## src/hdl/sbde_pkg.sv

```systemverilog
package sbde_pkg;

    localparam int COUPLING_W   = 16;
    localparam int SITE_COUNT_W = 5;
    localparam int SITE_W       = 4;
    localparam int SPIN_W       = 16;
    localparam int ENERGY_W     = 22;
    localparam int CFG_INDEX_W  = 1;
    localparam int CFG_DATA_W   = 16;

    localparam logic [COUPLING_W-1:0]   COUPLING_RESET   = 16'd256;
    localparam logic [SITE_COUNT_W-1:0] SITE_COUNT_RESET = 5'd16;

    localparam logic [CFG_INDEX_W-1:0] CFG_COUPLING   = 1'b0;
    localparam logic [CFG_INDEX_W-1:0] CFG_SITE_COUNT = 1'b1;

    localparam logic MODE_LOAD = 1'b0;
    localparam logic MODE_EVAL = 1'b1;

    typedef struct packed {
        logic              second_negated;
        logic              second_present;
        logic [SITE_W-1:0] second_partner;
        logic              first_present;
        logic [SITE_W-1:0] first_partner;
    } t_bond_entry;

    typedef enum logic [1:0] {
        S_IDLE,
        S_RUN,
        S_FINISH
    } t_fsm;

    typedef struct packed {
        logic write_entry;
        logic start;
        logic step;
        logic load_out;
    } t_cmd;

    typedef struct packed {
        logic last;
        logic empty;
    } t_status;

endpackage

```

## src/hdl/sbde_datapath.sv

```systemverilog
module sbde_datapath
    import sbde_pkg::*;
#(
    parameter int MAX_SITES = 16
) (
    input  logic                           i_clk,
    input  logic                           i_rst_n,
    input  logic                           i_cfg_we,
    input  logic [CFG_INDEX_W-1:0]         i_cfg_index,
    input  logic [CFG_DATA_W-1:0]          i_cfg_data,
    input  logic [SITE_W-1:0]              i_site,
    input  t_bond_entry                    i_entry,
    input  logic [SPIN_W-1:0]              i_spin_state,
    input  t_cmd                           i_cmd,
    output t_status                        o_status,
    output logic signed [ENERGY_W-1:0]     o_energy
);

    localparam int CW = (MAX_SITES > 1) ? $clog2(MAX_SITES) : 1;
    localparam int NW = $clog2(MAX_SITES + 1);

    logic signed [COUPLING_W-1:0]   r_coupling;
    logic [SITE_COUNT_W-1:0]        r_site_count;
    t_bond_entry                    r_table [MAX_SITES];
    logic [SPIN_W-1:0]              r_state;
    logic [CW-1:0]                  r_cnt;
    logic signed [ENERGY_W-1:0]     r_acc;
    logic signed [ENERGY_W-1:0]     r_energy;

    logic [NW-1:0]                  n_limit;
    t_bond_entry                    rd_entry;
    logic                           s0;
    logic                           s1;
    logic                           s2;
    logic signed [ENERGY_W-1:0]     c_ext;
    logic signed [ENERGY_W-1:0]     term1;
    logic signed [ENERGY_W-1:0]     term2;
    logic signed [ENERGY_W-1:0]     n_acc;

    always_ff @(posedge i_clk) begin
        if (!i_rst_n) begin
            r_coupling   <= COUPLING_RESET;
            r_site_count <= SITE_COUNT_RESET;
        end else if (i_cfg_we) begin
            case (i_cfg_index)
                CFG_COUPLING:   r_coupling   <= i_cfg_data[COUPLING_W-1:0];
                CFG_SITE_COUNT: r_site_count <= i_cfg_data[SITE_COUNT_W-1:0];
                default: ;
            endcase
        end
    end

    // sites visited, clipped to the table depth
    always_comb begin
        if (int'(r_site_count) > MAX_SITES) begin
            n_limit = NW'(MAX_SITES);
        end else begin
            n_limit = NW'(r_site_count);
        end
    end

    assign o_status.empty = (n_limit == '0);
    assign o_status.last  = ((NW'(r_cnt) + NW'(1)) == n_limit);

    always_ff @(posedge i_clk) begin
        if (i_cmd.write_entry && (int'(i_site) < MAX_SITES)) begin
            r_table[CW'(i_site)] <= i_entry;
        end
    end

    assign rd_entry = r_table[r_cnt];
    assign s0       = 1'(({16'd0, r_state} >> r_cnt));
    assign s1       = r_state[rd_entry.first_partner];
    assign s2       = r_state[rd_entry.second_partner];
    assign c_ext    = ENERGY_W'(r_coupling);

    always_comb begin
        term1 = '0;
        term2 = '0;
        if (rd_entry.first_present) begin
            term1 = (s0 == s1) ? c_ext : -c_ext;
        end
        if (rd_entry.second_present) begin
            term2 = ((s0 == s2) != rd_entry.second_negated) ? c_ext : -c_ext;
        end
        n_acc = r_acc + term1 + term2;
    end

    always_ff @(posedge i_clk) begin
        if (i_cmd.start) begin
            r_state <= i_spin_state;
            r_cnt   <= '0;
            r_acc   <= '0;
        end else if (i_cmd.step) begin
            r_cnt   <= r_cnt + CW'(1);
            r_acc   <= n_acc;
        end
        if (i_cmd.load_out) begin
            r_energy <= r_acc;
        end
    end

    assign o_energy = r_energy;

endmodule

```

## src/hdl/sbde_controller.sv

```systemverilog
module sbde_controller
    import sbde_pkg::*;
(
    input  logic    i_clk,
    input  logic    i_rst_n,
    input  logic    i_valid,
    input  logic    i_mode,
    output logic    o_stall,
    output logic    o_valid,
    input  logic    i_stall,
    input  t_status i_status,
    output t_cmd    o_cmd
);

    t_fsm r_fsm;
    t_fsm n_fsm;
    logic r_valid;
    logic accept;
    logic out_free;

    assign accept   = i_valid && !o_stall;
    assign out_free = !r_valid || !i_stall;

    always_ff @(posedge i_clk) begin
        if (!i_rst_n) begin
            r_fsm <= S_IDLE;
        end else begin
            r_fsm <= n_fsm;
        end
    end

    always_comb begin
        n_fsm   = r_fsm;
        o_cmd   = '0;
        o_stall = 1'b1;
        case (r_fsm)
            S_IDLE: begin
                o_stall = !i_rst_n;
                if (i_valid && i_rst_n) begin
                    if (i_mode == MODE_EVAL) begin
                        o_cmd.start = 1'b1;
                        n_fsm = i_status.empty ? S_FINISH : S_RUN;
                    end else begin
                        o_cmd.write_entry = 1'b1;
                    end
                end
            end
            S_RUN: begin
                o_cmd.step = 1'b1;
                if (i_status.last) begin
                    n_fsm = S_FINISH;
                end
            end
            S_FINISH: begin
                if (out_free) begin
                    o_cmd.load_out = 1'b1;
                    n_fsm = S_IDLE;
                end
            end
            default: begin
                n_fsm = S_IDLE;
            end
        endcase
    end

    always_ff @(posedge i_clk) begin
        if (!i_rst_n) begin
            r_valid <= 1'b0;
        end else if (o_cmd.load_out) begin
            r_valid <= 1'b1;
        end else if (!i_stall) begin
            r_valid <= 1'b0;
        end
    end

    assign o_valid = r_valid;

    a_load_out_free: assert property (@(posedge i_clk) disable iff (!i_rst_n)
        o_cmd.load_out |-> (!r_valid || !i_stall))
        else $error("result register overwritten while held");

    a_eval_runs: assert property (@(posedge i_clk) disable iff (!i_rst_n)
        (accept && i_mode == MODE_EVAL && !i_status.empty) |=> (r_fsm == S_RUN))
        else $error("evaluate transaction did not start the walk");

    a_last_finishes: assert property (@(posedge i_clk) disable iff (!i_rst_n)
        (r_fsm == S_RUN && i_status.last) |=> (r_fsm == S_FINISH))
        else $error("walk did not end after last site");

    a_valid_source: assert property (@(posedge i_clk) disable iff (!i_rst_n)
        $rose(o_valid) |-> $past(o_cmd.load_out))
        else $error("result valid without a result load");

endmodule

```

## src/hdl/spin_bond_diagonal_energy.sv

```systemverilog
// Diagonal energy of a spin-1/2 basis state. A load transaction (mode 0) writes
// one site's bond entry and gives no result; loads to a site at or beyond
// MAX_SITES are dropped. An evaluate transaction (mode 1) walks the bond table
// one site per cycle and gives one energy in units of 2^-10: after acceptance
// the input is stalled through the walk over n = min(site_count, MAX_SITES)
// entries and a final step that moves the sum into the output register, which
// waits while that register is still held by a stalled result. Every entry
// must be loaded before an evaluate reads it. The user must write configuration
// only while no transaction is in flight; the block does not enforce this.
module spin_bond_diagonal_energy
    import sbde_pkg::*;
#(
    parameter int MAX_SITES = 16
) (
    input  logic                        i_clk,
    input  logic                        i_rst_n,
    input  logic                        i_cfg_we,
    input  logic [CFG_INDEX_W-1:0]      i_cfg_index,
    input  logic [CFG_DATA_W-1:0]       i_cfg_data,
    input  logic                        i_valid,
    output logic                        o_stall,
    input  logic                        i_mode,
    input  logic [SITE_W-1:0]           i_site,
    input  logic [SITE_W-1:0]           i_first_partner,
    input  logic                        i_first_present,
    input  logic [SITE_W-1:0]           i_second_partner,
    input  logic                        i_second_present,
    input  logic                        i_second_negated,
    input  logic [SPIN_W-1:0]           i_spin_state,
    output logic                        o_valid,
    input  logic                        i_stall,
    output logic signed [ENERGY_W-1:0]  o_energy
);

    t_cmd        cmd;
    t_status     status;
    t_bond_entry entry;

    assign entry.first_partner  = i_first_partner;
    assign entry.first_present  = i_first_present;
    assign entry.second_partner = i_second_partner;
    assign entry.second_present = i_second_present;
    assign entry.second_negated = i_second_negated;

    sbde_controller u_controller (
        .i_clk    (i_clk),
        .i_rst_n  (i_rst_n),
        .i_valid  (i_valid),
        .i_mode   (i_mode),
        .o_stall  (o_stall),
        .o_valid  (o_valid),
        .i_stall  (i_stall),
        .i_status (status),
        .o_cmd    (cmd)
    );

    sbde_datapath #(
        .MAX_SITES (MAX_SITES)
    ) u_datapath (
        .i_clk        (i_clk),
        .i_rst_n      (i_rst_n),
        .i_cfg_we     (i_cfg_we),
        .i_cfg_index  (i_cfg_index),
        .i_cfg_data   (i_cfg_data),
        .i_site       (i_site),
        .i_entry      (entry),
        .i_spin_state (i_spin_state),
        .i_cmd        (cmd),
        .o_status     (status),
        .o_energy     (o_energy)
    );

endmodule
```

## config.mk

```make
export PLATFORM = sky130hd
export DESIGN_NAME = spin_bond_diagonal_energy
export DESIGN_NICKNAME = d
export VERILOG_FILES = /design/src/hdl/sbde_pkg.sv /design/src/hdl/sbde_datapath.sv /design/src/hdl/sbde_controller.sv /design/src/hdl/spin_bond_diagonal_energy.sv
export SDC_FILE = /design/constraint.sdc
export NUM_CORES = 1
export LEC_CHECK = 0
export BUFFER_PORTS_ARGS = -buffer_cell sky130_fd_sc_hd__buf_2
export CORE_MARGIN = 10
export CORE_UTILIZATION = 45
export CTS_CLUSTER_SIZE = 25
export DETAILED_ROUTE_END_ITERATION = 8
export GPL_ROUTABILITY_DRIVEN = 0
export GPL_TIMING_DRIVEN = 0
export HOLD_SLACK_MARGIN = 0.08
export PLACE_DENSITY = 0.69
export SYNTH_ARGS = -nofsm -noshare
export SYNTH_HDL_FRONTEND = slang
export SYNTH_SLANG_ARGS = --single-unit
```

## constraint.sdc

```tcl
create_clock -name i_clk -period 7.3 [get_ports i_clk]
set_clock_uncertainty 0.15 [all_clocks]
set_input_delay 0.73 -clock i_clk [delete_from_list [all_inputs] [get_ports i_clk]]
set_output_delay 0.73 -clock i_clk [all_outputs]
set_load 0.05 [all_outputs]
```

==> impl_metrics.py, run 1 <==
metrics = {
    "routing": {
        "antenna_left": 0,
        "wirelength_um": 27600,
        "post_drt_wl_per_cell_um": 18.6,
        "vias": 7781,
        "via_per_inst": 5.26,
        "drt_iter0_drc": 554,
        "drcViolationCount": 0,
        "dr.pass1.iters": 5,
    },
    "grt": {
        "overflow": 0,
        "grt_antenna_before_repair": 2,
        "grt_pass1_vias": 7890,
        "grt_pass1_wl_um": 43400,
        "grt_max_degree": 26,
        "grt.total_usage_pct": 15.3,
    },
    "cts": {
        "cts_tree": "yes",
        "cts.reportedPaths.clkPinSlew_ns": 0.06,
        "cts_buffer_depth": 3,
        "postCtsHoldBufs": 0,
        "cts_buffers": 27,
        "clk_latency_ns": 0.55,
        "cts-htree-levels": 1,
        "root_buffer": "clkbuf_16",
        "cts.sinks": 268,
    },
    "worst_setup_path": {
        "critical_path.max_stage_delay_ns": 0.57,
        "path_max_fanout": 19,
        "ff2ff_setup_slack_ns": 0.26,
        "rr_worst_depth": 28,
        "cp.required_ns": 7.59,
        "endpoint_kind": "flip-flop",
        "critPathKind": "reg2reg",
        "worst_setup_path_start_kind": "flip-flop",
        "arrival_ns": 7.33,
        "worst_path_max_delay_cell": "mux4_2",
    },
    "sta": {
        "hold_violations": 0,
        "tightest_slew_ns": 1.40,
        "finalCritPeriodShare_pct": 96.4,
        "holdWs_ns": 0.209,
        "max-slew-margin-rel_pct": 6.24,
        "fmax_mhz": 142,
        "rsz0062_at_grt": "false",
        "finalSetupTns_ns": 0,
        "setup_viol": 0,
        "final.min_clock_period_ns": 7.04,
        "slew_violations": 0,
    },
    "logic_synthesis": {
        "muxShareOfSynthArea_pct": 13.1,
        "post-synth-top-count-cell": "edfxtp_1",
        "synth_area_leaders": "edfxtp_1, mux4_2, dfxtp_1, nand2_1, fa_1",
        "synth_simple_gate_area_share_pct": 9.60,
        "synth-edff-count": 214,
        "ys.flop_type": "edfxtp_1",
        "avgSynthCellArea_sq_um": 13.3,
        "synth-xor-area-share_pct": 3.73,
        "synthesis.nets": 1065,
        "synth-compound-area-share_pct": 6.19,
        "syn_inst": 967,
        "ys_types": 54,
        "syn_area_sq_mm": 0.0129,
        "synth_warnings": 0,
        "synthAdderAreaFrac_pct": 5.56,
        "async_flop_share_pct": 0,
        "ys_seq_area_share_pct": 58.3,
        "synth_top_family_by_area": "multiplexers",
        "synth_top_area_share_pct": 49.9,
        "synth_area_leader_cell": "edfxtp_1",
        "yosys-top-cells-count": "edfxtp_1, nand2_1, inv_1",
        "ys_ff_latch": 268,
    },
    "die": {
        "die_area_sq_mm": 0.0358,
        "start_util_pct": 45.9,
        "rows": 61,
        "core_sq_mm": 0.0280,
        "ios": 78,
        "die_w_um": 189,
        "die_h_um": 189,
    },
    "final_layout": {
        "multi_input_area_sq_mm": 0.00505,
        "area_growth_pct": 16.0,
        "nFillCells": 2329,
        "finalNetCount": 1178,
        "drive_gt1_share_pct": 21.5,
        "register_area_sq_mm": 0.00751,
        "final_area_sq_mm": 0.0149,
    },
    "hold_path": {
        "hold_start": "i_spin_state[6]",
        "hold_depth": 1,
        "min_path_type": "in2reg",
    },
    "pwr": {
        "peakVddDrop_v": 0.000276,
        "p_leak_nw": 5.40,
        "power_density_mw_per_mm2": 509,
        "total_power_mw": 7.59,
    },
    "place": {
        "port_buffers": 76,
        "place_area_sq_mm": 0.0138,
        "hpwlAfterDp_um": 20000,
    },
    "job": {
        "maxCapViolCount": 0,
    },
    "status": {
        "status": "complete, no violations",
    },
}
registers in the layout, summed over array words and instances (netlist names), named ones only:
name                     flops
u_controller.r_fsm           2
u_datapath.o_energy         22
u_datapath.r_cnt             4
u_datapath.r_state          16
u_datapath.r_acc            22
u_datapath.r_coupling       16
u_controller.o_valid         1
u_datapath.r_site_count      5
u_datapath.r_table         176
per-layer routing:
| layer | GRT usage (%) | routed length (um) |
|---|---|---|
| met1 | 20.1 | 11800 |
| met3 | 3.64 | 1890 |
| met5 | 0 | 13 |
| met2 | 24.9 | 13300 |
| met4 | 3.91 | 538 |
kinds of logic (layout without fill, tap and decap cells):
group	Yosys count	in the layout
and+or+nand+nor	272	272
DFF	268	268
AOI/OAI and AO/OA	123	123
buffers and inverters	110	244
muxes	96	96
xor gates and xnor gates	54	54
adders and majority gates	44	44
other	0	1
worst paths after layout:
| check | endpoint |
|---|---|
| worst min register to register | u_datapath.o_energy[1]$_DFFE_PP_ |
| worst max-delay path | u_datapath.r_acc[21]$_SDFFE_PP0P_ |
| worst max register to register | u_datapath.r_acc[21]$_SDFFE_PP0P_ |
| worst min-delay path | u_datapath.r_state[6]$_DFFE_PP_ |
report_power, final:
part           total [mW]  switching (mW)  internal, mW
sequential           1.84          0.0838          1.76
clock                1.42           0.560         0.858
combinational        4.33            2.36          1.97
layout make-up:
cell class | count | share of cell area [%]
Antenna cell | 1 | 0.0168
Multi-Input combinational cell | 589 | 33.8
Timing Repair Buffer | 88 | 3.33
Tap cell | 378 | 3.17
Buffer | 40 | 1.48
Inverter | 66 | 1.66
Clock inverter | 13 | 1.25
Sequential cell | 268 | 50.3
Clock buffer | 37 | 4.98
stage by stage:
step	worst slack [ns]	utilization, %	std cells
floorplan	0.321	-	967
global placement	-1.05	49.0	1421
detailed placement	-1.12	49.4	1428
CTS	0.0897	53.0	1480
global route	0.0228	53.3	1480
finish	0.259	53.3	1480
worst max-delay path, delay by kind of cell, from the launching register on:
kind	cells	cell delay, ns
AO/OA/AOI/OAI	11	2.27
multiplexers	5	1.47
buffers and inverters	4	0.60
AND/OR/NAND/NOR	5	0.90
adder cells (fa/ha/maj)	3	1.17
flip-flops	1	0.35
cell usage in the layout, fill, tap and decap left out, types with 4 or more instances in the layout:
cell       instances
inv_1             66
mux2i_1           24
clkbuf_16         27
nand3b_1           4
o31a_1             4
nand3_1           16
dfxtp_1           53
ha_1              22
o31ai_1            4
buf_6              8
mux4_2            57
nand2b_1          12
a21oi_1           42
edfxtp_1         214
nor3b_1            5
a21boi_0          20
fa_1              22
nor2_2             5
clkbuf_1          32
and4b_1            4
or3_1              9
nor3_2             4
nor2_1            31
xnor2_1           44
nor3_1             7
xor2_1             9
nand2_1          150
mux2_2            10
o21ai_0           13
nor2b_1           10
a21o_1             5
buf_4              9
bufinv_16          4
and2_1             6
buf_2             78
what timing repair did:
| item | 4_1_cts | 5_1_grt |
|---|---|---|
| resized for setup | 24 | 20 |
| endpoints found under the hold margin | 0 | 0 |
| setup endpoints to repair | 10 | 6 |
| pin swaps | 3 | 2 |
| buffers inserted | 3 | 1 |
Note: power is estimated with default switching activity, not from simulation.
==> inputs of run 2 (changes only) <==
- REMOVE_ABC_BUFFERS: not set -> 1
==> run 2 against run 1 <==
Against the previous run:
- die area stayed put
- first-iteration DRC count is 4.7% higher
- global-route usage grew 0.31 points
- clock-buffer cell count decreased by 2
- utilization shrank 0.42 points
- sequential share of layout area grew 0.46 points
- critical path type unchanged
- largest cell class unchanged
- largest power group unchanged
==> impl_metrics.py, run 2 (synthesized netlist as in run 1, its figures left out) <==
metrics = {
    "status": {
        "status": "complete, no violations",
    },
    "final_layout": {
        "final_common_cell": "edfxtp_1",
        "largest-register": "u_datapath.r_table",
        "n_antenna_cell": 0,
        "mostFrequentLayoutCells": "edfxtp_1, nand2_1, buf_2",
        "post-route-util_pct": 52.9,
        "drive_gt1_share_pct": 21.7,
        "area_growth_pct": 15.1,
        "nFillCells": 2323,
        "largest_reg_flops": 176,
        "finalNetCount": 1149,
    },
    "sta": {
        "fin_ws_ns": 0.438,
        "setup_viol": 0,
        "slew_violations": 0,
        "final.min_clock_period_ns": 6.86,
        "tightest_slew_ns": 1.38,
        "fmax_mhz": 146,
        "hold_violations": 0,
        "finalCritPeriodShare_pct": 94.0,
        "holdWs_ns": 0.200,
        "max-slew-margin-rel_pct": 7.98,
        "rsz0062_at_grt": "false",
    },
    "pwr": {
        "power_density_mw_per_mm2": 513,
        "p_leak_nw": 5.36,
        "peakVddDrop_v": 0.000272,
    },
    "worst_setup_path": {
        "critical_path.max_stage_delay_ns": 0.53,
        "critPathKind": "reg2reg",
        "rr_worst_depth": 26,
        "worst_path_max_delay_cell": "fa_1",
        "arrival_ns": 7.14,
        "cpMostUsedCell": "mux2i_1",
        "endpoint_kind": "flip-flop",
        "path_max_fanout": 10,
        "worst_setup_path_start_kind": "flip-flop",
        "cp.required_ns": 7.58,
    },
    "grt": {
        "grt_antenna_before_repair": 2,
        "grt_pass1_vias": 8024,
        "grt_max_degree": 33,
        "grt_pass1_wl_um": 44200,
        "overflow": 0,
        "grt.total_usage_pct": 15.6,
    },
    "cts": {
        "cts-htree-levels": 1,
        "cts.reportedPaths.clkPinSlew_ns": 0.06,
        "cts_buffers": 28,
        "postCtsHoldBufs": 0,
        "cts.sinks": 268,
        "root_buffer": "clkbuf_16",
        "cts_tree": "yes",
        "clk_latency_ns": 0.55,
        "cts_buffer_depth": 3,
    },
    "job": {
        "maxCapViolCount": 0,
    },
    "routing": {
        "vias": 7835,
        "drcViolationCount": 0,
        "drt_iter0_drc": 580,
        "antenna_left": 0,
        "wirelength_um": 28200,
        "dr.pass1.iters": 7,
        "post_drt_wl_per_cell_um": 19.5,
        "via_per_inst": 5.40,
    },
    "die": {
        "die_area_sq_mm": 0.0358,
        "rows": 61,
        "ios": 78,
        "die_h_um": 189,
        "core_sq_mm": 0.0280,
        "start_util_pct": 45.9,
        "die_w_um": 189,
    },
    "hold_path": {
        "hold_depth": 1,
        "hold_start": "i_spin_state[15]",
        "min_path_type": "in2reg",
    },
    "place": {
        "pre_cts_ws_ns": -1.20,
        "port_buffers": 77,
        "hpwlAfterDp_um": 18400,
    },
}
run 2: worst max-delay path, delay by kind of cell, from the launching register on:
kind            cells  cell delay, ns
fa+ha+maj           3            1.17
flops               1            0.45
buf+inv             2            0.18
simple gates        5            0.93
compound gates     10            2.20
mux                 6            1.63
run 2: path summary, 6_finish.rpt:
path,slack (ns),end
setup reg to reg,0.44,u_datapath.r_acc[21]$_SDFFE_PP0P_
hold reg to reg,0.31,u_datapath.o_energy[14]$_DFFE_PP_
setup / recovery,0.44,u_datapath.r_acc[21]$_SDFFE_PP0P_
hold / removal,0.20,u_datapath.r_state[15]$_DFFE_PP_
run 2: final cells by class:
cell class	count	area, sq um	area share, %
well taps	378	473	3.19
clock buffers	35	767	5.18
clock inverters	16	159	1.07
flip-flops and latches	268	7520	50.8
repair buffers	98	637	4.30
inverters	66	248	1.67
multi-input cells	589	5010	33.8
run 2: report_power, final:
part | switching (mW) | leakage [nW] | internal (mW) | total [mW]
Sequential | 0.133 | 2.38 | 1.76 | 1.90
Clock | 0.587 | 0.458 | 0.818 | 1.41
Combinational | 2.36 | 2.52 | 1.94 | 4.30
Total | 3.08 | 5.36 | 4.52 | 7.60
run 2: timing repair:
action | CTS | global route
pin swaps | 2 | 0
hold endpoints to repair | 0 | 0
setup endpoints to repair | 13 | 2
buffers inserted | 5 | 7
gates resized for setup | 8 | 8
run 2: per-stage QoR:
stage / setup TNS, ns / area, sq um / instances / power, mW
2_1_floorplan: -2.52 / 12700 / 923 / 5.16
3_3_place_gp: -30.70 / 13500 / 1378 / 5.90
3_5_place_dp: -4.88 / 13700 / 1386 / 6.00
4_1_cts: 0 / 14700 / 1442 / 7.58
5_1_grt: 0 / 14800 / 1450 / 8.21
6_report: 0 / 14800 / 1450 / 7.60
run 2: routing by layer:
layer,share of wire [%],wire [um],track usage (%)
met2,51,14300,27.1
met4,1.8,513,3.63
met5,0.046,13,0
met1,42,11800,19.3
met3,5.8,1640,3.45
